==> src/rtl/lsbuu_pkg.sv <==
// Shared constants and the 6-bit to printable-character mapping for the
// LSB-first uuencode stream encoder. No dependencies.
`timescale 1ns / 1ps

package lsbuu_pkg;

  localparam int unsigned ByteW  = 8;
  localparam int unsigned SextW  = 6;
  localparam int unsigned CharW  = 7;
  localparam int unsigned GroupW = 3 * ByteW;
  localparam int unsigned CharsPerGroup = 4;
  localparam int unsigned OutDataW = 32;

  localparam logic [CharW-1:0] CharXor   = 7'h20;
  localparam logic [CharW-1:0] CharLift  = 7'h40;
  localparam logic [CharW-1:0] CharComma = 7'h2C;
  localparam logic [CharW-1:0] CharSpace = 7'h20;
  localparam logic [CharW-1:0] CharMin   = 7'h20;
  localparam logic [CharW-1:0] CharMax   = 7'h60;

  // Bytes already held in the current group.
  typedef logic [1:0] grp_pos_t;
  localparam grp_pos_t PosFirst  = 2'd0;
  localparam grp_pos_t PosSecond = 2'd1;
  localparam grp_pos_t PosThird  = 2'd2;

  typedef logic [CharW-1:0] char_t;

  function automatic char_t map_sextet(input logic [SextW-1:0] six);
    char_t v;
    v = {1'b0, six} ^ CharXor;
    if (v <= CharXor) begin
      v = v | CharLift;
    end
    if (v == CharComma) begin
      v = CharSpace;
    end
    return v;
  endfunction

endpackage

==> src/rtl/lsbuu_map.sv <==
// Maps one 24-bit group onto four printable characters, low sextet first.
// Depends on lsbuu_pkg.
`timescale 1ns / 1ps

module lsbuu_map (
  input  logic [lsbuu_pkg::GroupW-1:0] word,
  output lsbuu_pkg::char_t             chars [lsbuu_pkg::CharsPerGroup]
);

  always_comb begin
    for (int i = 0; i < lsbuu_pkg::CharsPerGroup; i++) begin
      chars[i] = lsbuu_pkg::map_sextet(word[i*lsbuu_pkg::SextW +: lsbuu_pkg::SextW]);
    end
  end

endmodule

==> src/rtl/lsb_first_uuencode_stream_encoder.sv <==
// LSB-first uuencode stream encoder: three bytes in, four printable characters out.
// A group's closing byte is registered into stage 1, then into the output register that drives m_tvalid.
// Throughput: one input byte per cycle, one character group per cycle out, while the output is not stalled.
// The output register stalls when full and not taken; stage 1 and the input stall only when stage 1 is also full.
// Reset (rst, synchronous, active high) drops any partial group and empties the pipe.
`timescale 1ns / 1ps

module lsb_first_uuencode_stream_encoder (
  input  logic        clk,
  input  logic        rst,
  // input stream
  input  logic        s_tvalid,
  output logic        s_tready,
  input  logic [7:0]  s_tdata,   // [7:0] data_byte
  input  logic        s_tlast,   // last_byte: closes a partial group
  // output stream
  output logic        m_tvalid,
  input  logic        m_tready,
  output logic [31:0] m_tdata    // [6:0] char_first, [13:7] char_second,
                                 // [20:14] char_third, [27:21] char_fourth, [31:28] zero
);

  localparam int unsigned ByteW = lsbuu_pkg::ByteW;
  localparam int unsigned CharW = lsbuu_pkg::CharW;
  localparam int unsigned NChar = lsbuu_pkg::CharsPerGroup;
  localparam int unsigned PadW  = lsbuu_pkg::OutDataW - NChar * CharW;

  // Group assembly state
  lsbuu_pkg::grp_pos_t          pos;
  logic [2*ByteW-1:0]           held;
  lsbuu_pkg::grp_pos_t          pos_next;
  logic [2*ByteW-1:0]           held_next;
  logic [lsbuu_pkg::GroupW-1:0] word;
  logic                         emit;

  // Stage 1: assembled group waiting for the mapper
  logic                         s1_valid;
  logic [lsbuu_pkg::GroupW-1:0] s1_word;

  // Mapper outputs
  lsbuu_pkg::char_t             chars [NChar];
  logic [NChar*CharW-1:0]       chars_flat;

  logic out_ready;   // output register can load this cycle
  logic s1_ready;    // stage 1 can load this cycle
  logic in_xfer;

  assign out_ready = !m_tvalid || m_tready;
  assign s1_ready  = !s1_valid || out_ready;
  assign s_tready  = s1_ready;
  assign in_xfer   = s_tvalid && s_tready;

  // New byte lands above the bytes already held; missing bytes read as zero.
  always_comb begin
    word      = '0;
    held_next = held;
    pos_next  = pos;
    emit      = 1'b0;
    unique case (pos)
      lsbuu_pkg::PosSecond: begin
        word = {{ByteW{1'b0}}, s_tdata, held[ByteW-1:0]};
      end
      lsbuu_pkg::PosThird: begin
        word = {s_tdata, held};
      end
      default: begin
        word = {{(2*ByteW){1'b0}}, s_tdata};
      end
    endcase
    emit = (pos == lsbuu_pkg::PosThird) || s_tlast;
    if (emit) begin
      pos_next  = lsbuu_pkg::PosFirst;
      held_next = '0;
    end else begin
      pos_next  = (pos == lsbuu_pkg::PosSecond) ? lsbuu_pkg::PosThird
                                                : lsbuu_pkg::PosSecond;
      held_next = word[2*ByteW-1:0];
    end
  end

  always_ff @(posedge clk) begin
    if (rst) begin
      pos  <= lsbuu_pkg::PosFirst;
      held <= '0;
    end else if (in_xfer) begin
      pos  <= pos_next;
      held <= held_next;
    end
  end

  always_ff @(posedge clk) begin
    if (rst) begin
      s1_valid <= 1'b0;
    end else if (s1_ready) begin
      s1_valid <= in_xfer && emit;
    end
  end

  always_ff @(posedge clk) begin
    if (s1_ready && in_xfer) begin
      s1_word <= word;
    end
  end

  lsbuu_map u_map (
    .word  (s1_word),
    .chars (chars)
  );

  always_comb begin
    for (int i = 0; i < NChar; i++) begin
      chars_flat[i*CharW +: CharW] = chars[i];
    end
  end

  always_ff @(posedge clk) begin
    if (rst) begin
      m_tvalid <= 1'b0;
    end else if (out_ready) begin
      m_tvalid <= s1_valid;
    end
  end

  always_ff @(posedge clk) begin
    if (out_ready && s1_valid) begin
      m_tdata <= {{PadW{1'b0}}, chars_flat};
    end
  end

`ifndef NO_ASSERTIONS
  // Group position never reaches the unused code.
  a_pos_range: assert property (@(posedge clk) disable iff (rst)
    pos != 2'd3)
    else $error("group position out of range");

  // A third byte always closes the group and reaches stage 1.
  a_third_emits: assert property (@(posedge clk) disable iff (rst)
    in_xfer && pos == lsbuu_pkg::PosThird |=> s1_valid && pos == lsbuu_pkg::PosFirst)
    else $error("third byte did not close the group");

  // Every delivered character is printable in the expected range.
  a_char_range: assert property (@(posedge clk) disable iff (rst)
    m_tvalid |-> (m_tdata[6:0]   >= lsbuu_pkg::CharMin && m_tdata[6:0]   <= lsbuu_pkg::CharMax &&
                  m_tdata[13:7]  >= lsbuu_pkg::CharMin && m_tdata[13:7]  <= lsbuu_pkg::CharMax &&
                  m_tdata[20:14] >= lsbuu_pkg::CharMin && m_tdata[20:14] <= lsbuu_pkg::CharMax &&
                  m_tdata[27:21] >= lsbuu_pkg::CharMin && m_tdata[27:21] <= lsbuu_pkg::CharMax))
    else $error("character out of printable range");

  // A waiting stage-1 group is not lost while the output stalls.
  a_s1_hold: assert property (@(posedge clk) disable iff (rst)
    s1_valid && !out_ready |=> s1_valid && $stable(s1_word))
    else $error("stage 1 group dropped during stall");
`endif

endmodule
==> config.mk <==
export PLATFORM = sky130hd
export DESIGN_NAME = lsb_first_uuencode_stream_encoder
export DESIGN_NICKNAME = d
export VERILOG_FILES = /design/src/rtl/lsbuu_pkg.sv /design/src/rtl/lsbuu_map.sv /design/src/rtl/lsb_first_uuencode_stream_encoder.sv
export SDC_FILE = /design/constraint.sdc
export NUM_CORES = 1
export LEC_CHECK = 0
export BUFFER_PORTS_ARGS = -buffer_cell sky130_fd_sc_hd__buf_2
export CORE_ASPECT_RATIO = 0.8
export CORE_MARGIN = 4
export CORE_UTILIZATION = 55
export DETAILED_ROUTE_END_ITERATION = 12
export GPL_TIMING_DRIVEN = 0
export HOLD_SLACK_MARGIN = 0.06
export PLACE_DENSITY = 0.78
export SKIP_CTS_REPAIR_TIMING = 1
export SLEW_MARGIN = 20
export SYNTH_ARGS = -nofsm -noshare
export SYNTH_HDL_FRONTEND = slang
export SYNTH_SLANG_ARGS = --single-unit
==> constraint.sdc <==
create_clock -name clk -period 3.7 [get_ports clk]
set_input_delay 0.185 -clock clk [delete_from_list [all_inputs] [get_ports clk]]
set_output_delay 0.185 -clock clk [all_outputs]
set_load 0.03 [all_outputs]
==> results_dict.tcl, run 1 <==
set metrics [dict create \
    status "finished clean" \
    dieHeight_um 73.1 \
    grt_pass1_wl_um 8310 \
    cp_slowest_stage_delay_ns 0.44 \
    peakVddDrop_mv 0.420 \
    fmax_mhz 570 \
    grt_pass1_vias 1824 \
    cts_buffers 9 \
    power_mw 1.73 \
    postLayoutCoreUtil_pct 68.5 \
    ios 47 \
    cp_max_fo 10 \
    via_per_inst 5.30 \
    slew_headroom_pct 58.7 \
    crit_family "simple AND/OR/NAND/NOR gates" \
    diodes 0 \
    antenna_found_initial 0 \
    yosys_warnings 0 \
    crit_chain "inv_1 > ha_1 > buf_4 > nor2_1 > o31a_1 > inv_1" \
    synth_top_family_by_area "compound AO/OA/AOI/OAI gates" \
    overflow 0 \
    grt_use_total_pct 17.4 \
    finalNonFillerCells 349 \
    h-tree-depth 3 \
    layout-drive-gt1-share_pct 26.1 \
    cp_slowest_cell "nor2_1" \
    power_leakage_nw 1.33 \
    crit_path_start_kind "flip-flop" \
    die_area_um2 6530 \
    place_congestion 0.766 \
    start_util_pct 57.5 \
    rsz0062_at_grt "no" \
    seqCellArea_um2 1960 \
    power_density_nw_per_um2 499 \
    core.rowCount 23 \
    placedCellCount 333 \
    grt_max_degree 34 \
    hold_class "in2reg" \
    place_hpwl_um 3550 \
    routedWlPerCell_um 14.6 \
    synthXorXnorAreaFrac_pct 0 \
    clkTransAtPathRegs_ns 0.08 \
    path_class "reg2reg" \
    final-max-slew-violation-count 0 \
    fin_area_um2 3470 \
    nFillCells 377 \
    hold_viol 0 \
    netlist_area_um2 2910 \
    grt.busiest_layer "met2" \
    syn_avg_cell_area_um2 13.0 \
    drt_first_pass_iters 4 \
    coreArea_um2 5060 \
    cp.required_ns 3.81 \
    syn2layout_area_growth_pct 19.1 \
    fin_crit_ns 1.76 \
    gr-usage-met3_pct 7.22 \
    layout_commonest_cell "edfxtp_1" \
    finalClockSkew_ns 0.00699 \
    dr_total_vias 1851 \
    multi_input_area_um2 751 \
    root_buffer "clkbuf_8" \
    clock_latency_ns 0.34 \
    place_area_um2 3250 \
    synth-simple-area-share_pct 9.62 \
    synth_mux_area_share_pct 0 \
    cp_data_arrival_time_ns 1.86 \
    die_w_um 89.4 \
    drt_iter0_markers 121 \
    synthAdderAreaFrac_pct 0.859 \
    cts_tree "yes" \
    worstMarginPinSlew_ns 0.619 \
    yosysUniqueCellTypes 30 \
    clkSinkCount 72 \
    use_met1_pct 21.1 \
    wl_um 5090 \
    cp-end-kind "flip-flop" \
    finalSetupViolCount 0 \
    crit_buf_inv 3 \
    finalSetupTns_ns 0 \
    mostFrequentLayoutCells "edfxtp_1 (52), buf_2 (44), inv_1 (23), dfxtp_1 (20), o32ai_1 (17)" \
    antenna_left 0 \
    cts_buffer_depth 2 \
    netlist_instances 225 \
    grtUsageMet2_pct 27.9 \
    timing.final.crit_share_pct 47.4 \
    numPortBuffers 42 \
    timing.max_cap.violations 0 \
    yosysSeqAreaShare_pct 67.3 \
    drcViolationCount 0 \
    synth_compound_area_share_pct 14.4 \
    cp_common_cell "inv_1" \
    ys_seq_elements 72 \
    fin_nets 297 \
]
## routing by layer
layer | part of all wire, % | up-vias
met5 | 0 | -
met4 | 0.71 | 0
met3 | 8.6 | 4
met2 | 47 | 68
met1 | 44 | 862
li1 | - | 917
## power by group
group	total, mW	switching, mW	internal, mW
sequential	0.909	0.0117	0.897
combinational	0.146	0.0953	0.0504
clock	0.676	0.296	0.380
total	1.73	0.403	1.33
## cell families (layout without fill, tap and decap cells)
kind of cell	count (synthesis)	after routing
DFF	72	72
buffers and inverters	50	109
other	1	4
adders and majority gates	2	2
and+or+nand+nor	50	50
AOI/OAI and AO/OA	50	50
## worst register-to-register path, delay by kind of cell (launching register included)
kind,cells,cell delay [ns]
AND/OR/NAND/NOR,1,0.44
flip-flops,1,0.34
buffers and inverters,3,0.30
AO/OA/AOI/OAI,1,0.24
adder cells (fa/ha/maj),1,0.20
## metrics by stage
stage / hold WS, ns / setup slack, ns
after floorplan: 0.347 / 0.690
after global placement: 0.465 / -0.0449
after detailed placement: 0.475 / 1.96
after CTS: 0.126 / 1.96
after global routing: 0.142 / 1.86
final: 0.151 / 1.94
## flip-flops by register name, summed over array words and instances (netlist names)
register and count:
s1_word 24, m_tvalid 1, s1_valid 1, m_tdata 28, pos 2, held 16
## cell usage after synthesis (all sizes together)
cell type | instances | area share [%]
or2 | 2 | 0.43
ha | 2 | 0.86
dfxtp | 20 | 14
buf | 11 | 2.7
edfxtp | 52 | 54
o21ai | 1 | 0.17
o32ai | 18 | 6.1
nand3 | 1 | 0.34
nand3b | 1 | 0.69
nand2 | 8 | 1.0
o31ai | 4 | 1.0
nand4b | 1 | 0.30
a21oi | 2 | 0.34
clkbuf | 16 | 2.1
nor2 | 15 | 2.0
and2 | 9 | 2.0
a22oi | 8 | 2.1
or3 | 4 | 0.86
inv | 23 | 3.0
o31a | 8 | 2.4
a21boi | 9 | 2.3
conb | 1 | 0.13
nand2b | 9 | 1.9
## final timing paths
kind             from         end  slack (ns)  cells past startpoint
max            pos[0]  s1_word[7]        1.94                      6
min          s_tvalid    s1_valid        0.15                      3
max reg2reg    pos[0]  s1_word[7]        1.94                      6
min reg2reg   held[4]     held[4]        0.49                      2
## layout make-up
class / instances / area share (%)
well taps: 62 / 2.24
multi-input cells: 106 / 21.6
clock inverters: 7 / 2.74
clock buffers: 9 / 3.57
flip-flops and latches: 72 / 56.5
repair buffers: 43 / 6.85
plain buffers: 27 / 3.97
inverters: 23 / 2.49
(Power assumes the default switching activity.)
==> run 2: changes to the inputs <==
--- a/config.mk
+++ b/config.mk
@@ -8,11 +8,11 @@
 export BUFFER_PORTS_ARGS = -buffer_cell sky130_fd_sc_hd__buf_2
 export CORE_ASPECT_RATIO = 0.8
 export CORE_MARGIN = 4
-export CORE_UTILIZATION = 55
+export CORE_UTILIZATION = 50
 export DETAILED_ROUTE_END_ITERATION = 12
 export GPL_TIMING_DRIVEN = 0
 export HOLD_SLACK_MARGIN = 0.06
-export PLACE_DENSITY = 0.78
+export PLACE_DENSITY = 0.75
 export SKIP_CTS_REPAIR_TIMING = 1
 export SLEW_MARGIN = 20
 export SYNTH_ARGS = -nofsm -noshare
==> constraint.sdc (replaced) <==
create_clock -name clk -period 1.4 [get_ports clk]
set_input_delay 0.07 -clock clk [delete_from_list [all_inputs] [get_ports clk]]
set_output_delay 0.07 -clock clk [all_outputs]
set_load 0.03 [all_outputs]
==> run 2 against run 1 <==
Net effect:
- register-to-register slack lost 1.9 ns
- die area grew 9.0%
- highest routed layer unchanged
- utilization shrank 0.73 points
- sequential share of layout area shrank 4.2 points
- global-route usage shrank 1.6 points
- largest cell class unchanged
- critical path type unchanged
==> results_dict.tcl, run 2 (synthesis results as in run 1) <==
set metrics [dict create \
    die_area_um2 7120 \
    overflow 0 \
    grt_pass1_wl_um 8500 \
    hold_viol 0 \
    crit_chain "buf_6 > ha_4 > buf_4 > a22oi_2 > nor2_1" \
    cts_buffers 9 \
    cp.required_ns 1.49 \
    dr_total_vias 1974 \
    hold_path_startpoint "s_tvalid" \
    largest_register_ffs 28 \
    core.rowCount 24 \
    place_area_um2 3290 \
    ff2ff_setup_slack_ns 0.02 \
    numPortBuffers 42 \
    finalNonFillerCells 376 \
    root_buffer "clkbuf_8" \
    finalClockSkew_ns 0.00902 \
    syn2layout_area_growth_pct 29.2 \
    clkSinkCount 72 \
    fin_crit_ns 1.38 \
    cp_slowest_cell "dfxtp_2" \
    timing.final.crit_share_pct 98.7 \
    drt_first_pass_iters 4 \
    fmax_mhz 723 \
    path_class "reg2reg" \
    timing.max_cap.violations 0 \
    top_regs "m_tdata: 28 flops, s1_word: 24 flops, held: 16 flops" \
    power_leakage_nw 1.43 \
    clkTransAtPathRegs_ns 0.07 \
    hold_class "in2reg" \
    layout-drive-gt1-share_pct 36.6 \
    reg2reg_depth 5 \
    antenna_left 0 \
    cp_max_fo 10 \
    crit-reg2reg-launch "pos[0]" \
    place_congestion 0.759 \
    peakVddDrop_mv 0.667 \
    ios 47 \
    antenna_found_initial 0 \
    cts_buffer_depth 2 \
    fin_nets 308 \
    power_density_nw_per_um2 1240 \
    drt_iter0_markers 149 \
    drcViolationCount 0 \
    clock_latency_ns 0.34 \
    hold_slack_ns 0.0736 \
    fin_area_um2 3770 \
    layout_commonest_cell "edfxtp_1" \
    worstMarginPinSlew_ns 0.610 \
    cp_data_arrival_time_ns 1.47 \
    status "finished clean" \
    grt_max_degree 34 \
    diodes 0 \
    cp-end-kind "flip-flop" \
    place_hpwl_um 3570 \
    die_w_um 93.4 \
    dieHeight_um 76.3 \
    start_util_pct 52.5 \
    grt_use_total_pct 15.8 \
    mostFrequentLayoutCells "edfxtp_1 (52), buf_2 (42), inv_1 (21), dfxtp_1 (16), buf_4 (14)" \
    rsz0062_at_grt "yes" \
    final-max-slew-violation-count 0 \
    grt_pass1_vias 1773 \
    cts_tree "yes" \
    h-tree-depth 3 \
    crit_path_start_kind "flip-flop" \
    slew_headroom_pct 59.3 \
    coreArea_um2 5560 \
    finalSetupViolCount 0 \
    placedCellCount 348 \
    whs_endpoint "s1_valid" \
    wl_um 5870 \
    reg2reg_to "s1_word[11]" \
    routedWlPerCell_um 15.6 \
    via_per_inst 5.25 \
    cp_slowest_stage_delay_ns 0.34 \
    regMostFlops "m_tdata" \
    whs_path_depth 3 \
]
[run 2: layout make-up]
| class | instances | area (µm²) |
|---|---|---|
| plain buffers | 25 | 163 |
| clock buffers | 9 | 124 |
| clock inverters | 7 | 95.1 |
| fillers | 383 | 1790 |
| inverters | 23 | 88.8 |
| multi-input cells | 108 | 905 |
| flip-flops and latches | 72 | 1970 |
| well taps | 78 | 97.6 |
| repair buffers | 54 | 322 |
[run 2: worst max-delay path, delay by kind of cell (launching register included)]
| kind | cells | cell delay, ns |
|---|---|---|
| fa+ha+maj | 1 | 0.16 |
| compound gates | 1 | 0.25 |
| buf+inv | 2 | 0.31 |
| simple gates | 1 | 0.08 |
| flops | 1 | 0.34 |
[run 2: where the power goes]
group / switching [mW] / internal, mW
logic: 0.290 / 0.183
clock network: 0.770 / 1.01
registers: 0.0340 / 2.37
[run 2: worst max-delay path by stage]
stage	slack (ns)	end	from	cells after the start
after floorplan	0.02	pos[0]	m_tvalid	5
after global placement	-0.16	held[15]	pos[0]	6
after detailed placement	-0.23	held[15]	pos[0]	6
after CTS	-0.24	held[15]	pos[0]	6
after global routing	-0.04	s1_word[6]	pos[0]	5
final	0.02	s1_word[11]	pos[0]	5
[run 2: stage by stage]
| step | power [mW] | utilization, % | setup slack [ns] | TNS (ns) |
|---|---|---|---|---|
| after floorplan | 2.73 | - | 0.0248 | 0 |
| after global placement | 2.83 | 59.2 | -0.164 | -6.47 |
| after detailed placement | 2.84 | 59.2 | -0.226 | -8.75 |
| after CTS | 4.60 | 63.1 | -0.236 | -9.64 |
| after global routing | 4.82 | 67.8 | -0.0350 | -0.0558 |
| final | 4.65 | 67.8 | 0.0178 | 0 |
[run 2: metal layers]
layer | up-vias | wire length [µm] | part of all wire, % | global-route usage (%)
met5 | - | 0 | 0 | 0
met4 | 0 | 50 | 0.85 | 6.30
met3 | 4 | 321 | 5.5 | 5.73
met2 | 59 | 2850 | 49 | 26.3
met1 | 966 | 2640 | 45 | 18.4
li1 | 945 | - | - | -
==> run 3: changes to the inputs <==
--- a/config.mk
+++ b/config.mk
@@ -5,6 +5,7 @@
 export SDC_FILE = /design/constraint.sdc
 export NUM_CORES = 1
 export LEC_CHECK = 0
+export ABC_AREA = 1
 export BUFFER_PORTS_ARGS = -buffer_cell sky130_fd_sc_hd__buf_2
 export CORE_ASPECT_RATIO = 0.8
 export CORE_MARGIN = 4
==> run 3 against run 2 <==
Net effect:
- the flow now finishes with violations (negative setup slack)
- first-iteration DRC count increased by 5.4%
- flip-flop and latch count unchanged
- largest cell class unchanged
- total power increased by 7.2%
==> results_dict.tcl, run 3 <==
set metrics [dict create \
    cp.required_ns 1.66 \
    coreArea_um2 5590 \
    violations "negative setup slack" \
    ios 47 \
    core.rowCount 24 \
    h-tree-depth 3 \
    yosysUniqueCellTypes 21 \
    async_flop_share_pct 0 \
    yosysSeqAreaShare_pct 66.1 \
    fin_nets 359 \
    clkTransAtPathRegs_ns 0.07 \
    placedCellCount 396 \
    timing.final.crit_share_pct 103 \
    netlist_instances 273 \
    reg2reg_to "held[6]" \
    cp-end-kind "flip-flop" \
    final-max-slew-violation-count 0 \
    mostFrequentLayoutCells "nand2_1 (68), edfxtp_1 (52), buf_2 (42), inv_1 (27), dfxtp_1 (17)" \
    reg2reg_depth 7 \
    numPortBuffers 41 \
    synth_top_area_share_pct 52.6 \
    grt_pass1_vias 1930 \
    cts_buffers 9 \
    hold_class "in2reg" \
    whs_path_depth 4 \
    hold_path_startpoint "m_tready" \
    crit_path_start_kind "flip-flop" \
    dpl_worst_slack_ns -0.363 \
    whs_endpoint "s1_valid" \
    grt_max_degree 25 \
    routedWlPerCell_um 13.3 \
    antenna_left 0 \
    clkSinkCount 72 \
    clock_latency_ns 0.34 \
    finalClockSkew_ns 0.00833 \
    hold_viol 0 \
    worstMarginPinSlew_ns 0.745 \
    ff2ff_setup_slack_ns -0.04 \
    layout_commonest_cell "nand2_1" \
    finalSetupViolCount 12 \
    syn2layout_area_growth_pct 30.2 \
    layout-drive-gt1-share_pct 33.5 \
    cp_max_fo 7 \
    syn_avg_cell_area_um2 10.9 \
    met3_length_um 347 \
    yosysMostFrequentCell "nand2_1" \
    top_regs "m_tdata: 28 flops, s1_word: 24 flops, held: 16 flops" \
    ys_top_cells_by_count "nand2_1 (69), edfxtp_1 (52), inv_1 (31)" \
    layout_setup_ws_ns -0.0434 \
    cp_slowest_stage_delay_ns 0.35 \
    status "finished, violations left" \
    start_util_pct 53.1 \
    netlist_area_um2 2970 \
    power_density_nw_per_um2 1290 \
    crit-reg2reg-launch "pos[0]" \
    cp_slowest_cell "dfxtp_2" \
    crit_chain "inv_2 > ha_4 > or2_4 > nor2_8 > clkbuf_16 > nand2_2 > a21oi_2" \
    regMostFlops "m_tdata" \
    top_layer_used "met4" \
    power_mw 4.99 \
    synth_edf_count 52 \
    overflow 0 \
    dieHeight_um 76.9 \
    synth_top_area_cell "edfxtp_1" \
    die_area_um2 7240 \
    die_w_um 94.1 \
    ys.flop_type "edfxtp_1" \
    ys_seq_elements 72 \
    nFillCells 402 \
    antenna_found_initial 0 \
    cp_data_arrival_time_ns 1.71 \
    yosys_warnings 0 \
    place_hpwl_um 3680 \
    dr_total_vias 2076 \
    drt_iter0_markers 157 \
    rsz0062_at_grt "yes" \
    grt_pass1_wl_um 8960 \
    wl_met2_um 2830 \
    fin_crit_ns 1.44 \
    drcViolationCount 0 \
    wl_um 5700 \
    cts_buffer_depth 2 \
    place_congestion 0.788 \
    grt_use_total_pct 16.0 \
    timing.max_cap.violations 0 \
    drt-met1-wl_um 2470 \
    finalNonFillerCells 427 \
    path_class "reg2reg" \
    hold_slack_ns 0.0744 \
    slew_headroom_pct 50.3 \
    drt_first_pass_iters 4 \
    seqCellArea_um2 1970 \
    multi_input_area_um2 826 \
    fmax_mhz 693 \
    root_buffer "clkbuf_8" \
    via_per_inst 4.86 \
    power_leakage_nw 1.54 \
    largest_register_ffs 28 \
    diodes 0 \
    peakVddDrop_mv 0.726 \
    ys_top_cells_by_area "edfxtp_1 (53%), dfxtp_1 (13%), nand2_1 (8.7%)" \
    cts_tree "yes" \
]
## run 3: cell count changes after synthesis, moves of 9 or more
cell,before,now
a21boi_0,9,0
nor2_1,14,4
nand3_1,0,13
o32ai_1,17,0
nand2_1,8,69
nand2_2,0,11
nand2b_1,9,0
a21oi_2,0,10
a21oi_1,2,19
## run 3: how the worst max path moves through the flow
stage,depth (start not counted),endpoint,from,slack (ns)
after floorplan,5,s1_word[0],m_tvalid,-0.25
after global placement,2,m_tdata[14],s1_valid,-0.53
after detailed placement,5,s1_word[22],s1_valid,-0.36
after CTS,5,s1_word[1],s1_valid,-0.38
after global routing,7,held[9],pos[0],-0.08
final,7,held[6],pos[0],-0.04
## run 3: power breakdown
part / internal [mW] / total (mW) / switching [mW]
Sequential: 2.37 / 2.40 / 0.0320
Combinational: 0.162 / 0.440 / 0.278
Clock: 1.42 / 2.15 / 0.731
## run 3: final cells by class
class,instances,area share [%]
clock inverters,5,3.34
repair buffers,58,10.8
multi-input cells,146,21.4
well taps,78,2.53
flip-flops and latches,72,51.0
plain buffers,23,3.76
clock buffers,11,3.66
repair inverters,2,0.389
inverters,32,3.21
## run 3: through the flow
step	instance area, µm²	setup TNS [ns]	utilization (%)
3_3_place_gp	3320	-24.96	59.5
3_5_place_dp	3360	-12.04	60.1
5_1_grt	3860	-0.833	69.2
2_1_floorplan	3020	-12.07	-
4_1_cts	3630	-12.75	65.0
6_report	3860	-0.236	69.2
## run 3: layer usage
layer / vias to the layer above / GRT usage [%]
li1: 1034 / -
met5: - / 0
met3: 7 / 5.97
met4: 0 / 4.76
met2: 61 / 26.3
met1: 974 / 19.5
## run 3: worst max-delay path, delay by kind of cell (launching register included)
kind,cells,cell delay (ns)
AND/OR/NAND/NOR,3,0.51
flip-flops,1,0.35
buffers and inverters,2,0.23
adder cells (fa/ha/maj),1,0.16
AO/OA/AOI/OAI,1,0.11
## run 3: kinds of logic (layout without fill, tap and decap cells)
logic type,Yosys count,count (layout),synth area share (%)
and+or+nand+nor,99,99,14.7
other,1,4,0.126
DFF,72,72,66.1
adders and majority gates,2,2,0.843
AOI/OAI and AO/OA,41,41,9.19
buffers and inverters,58,131,9.02
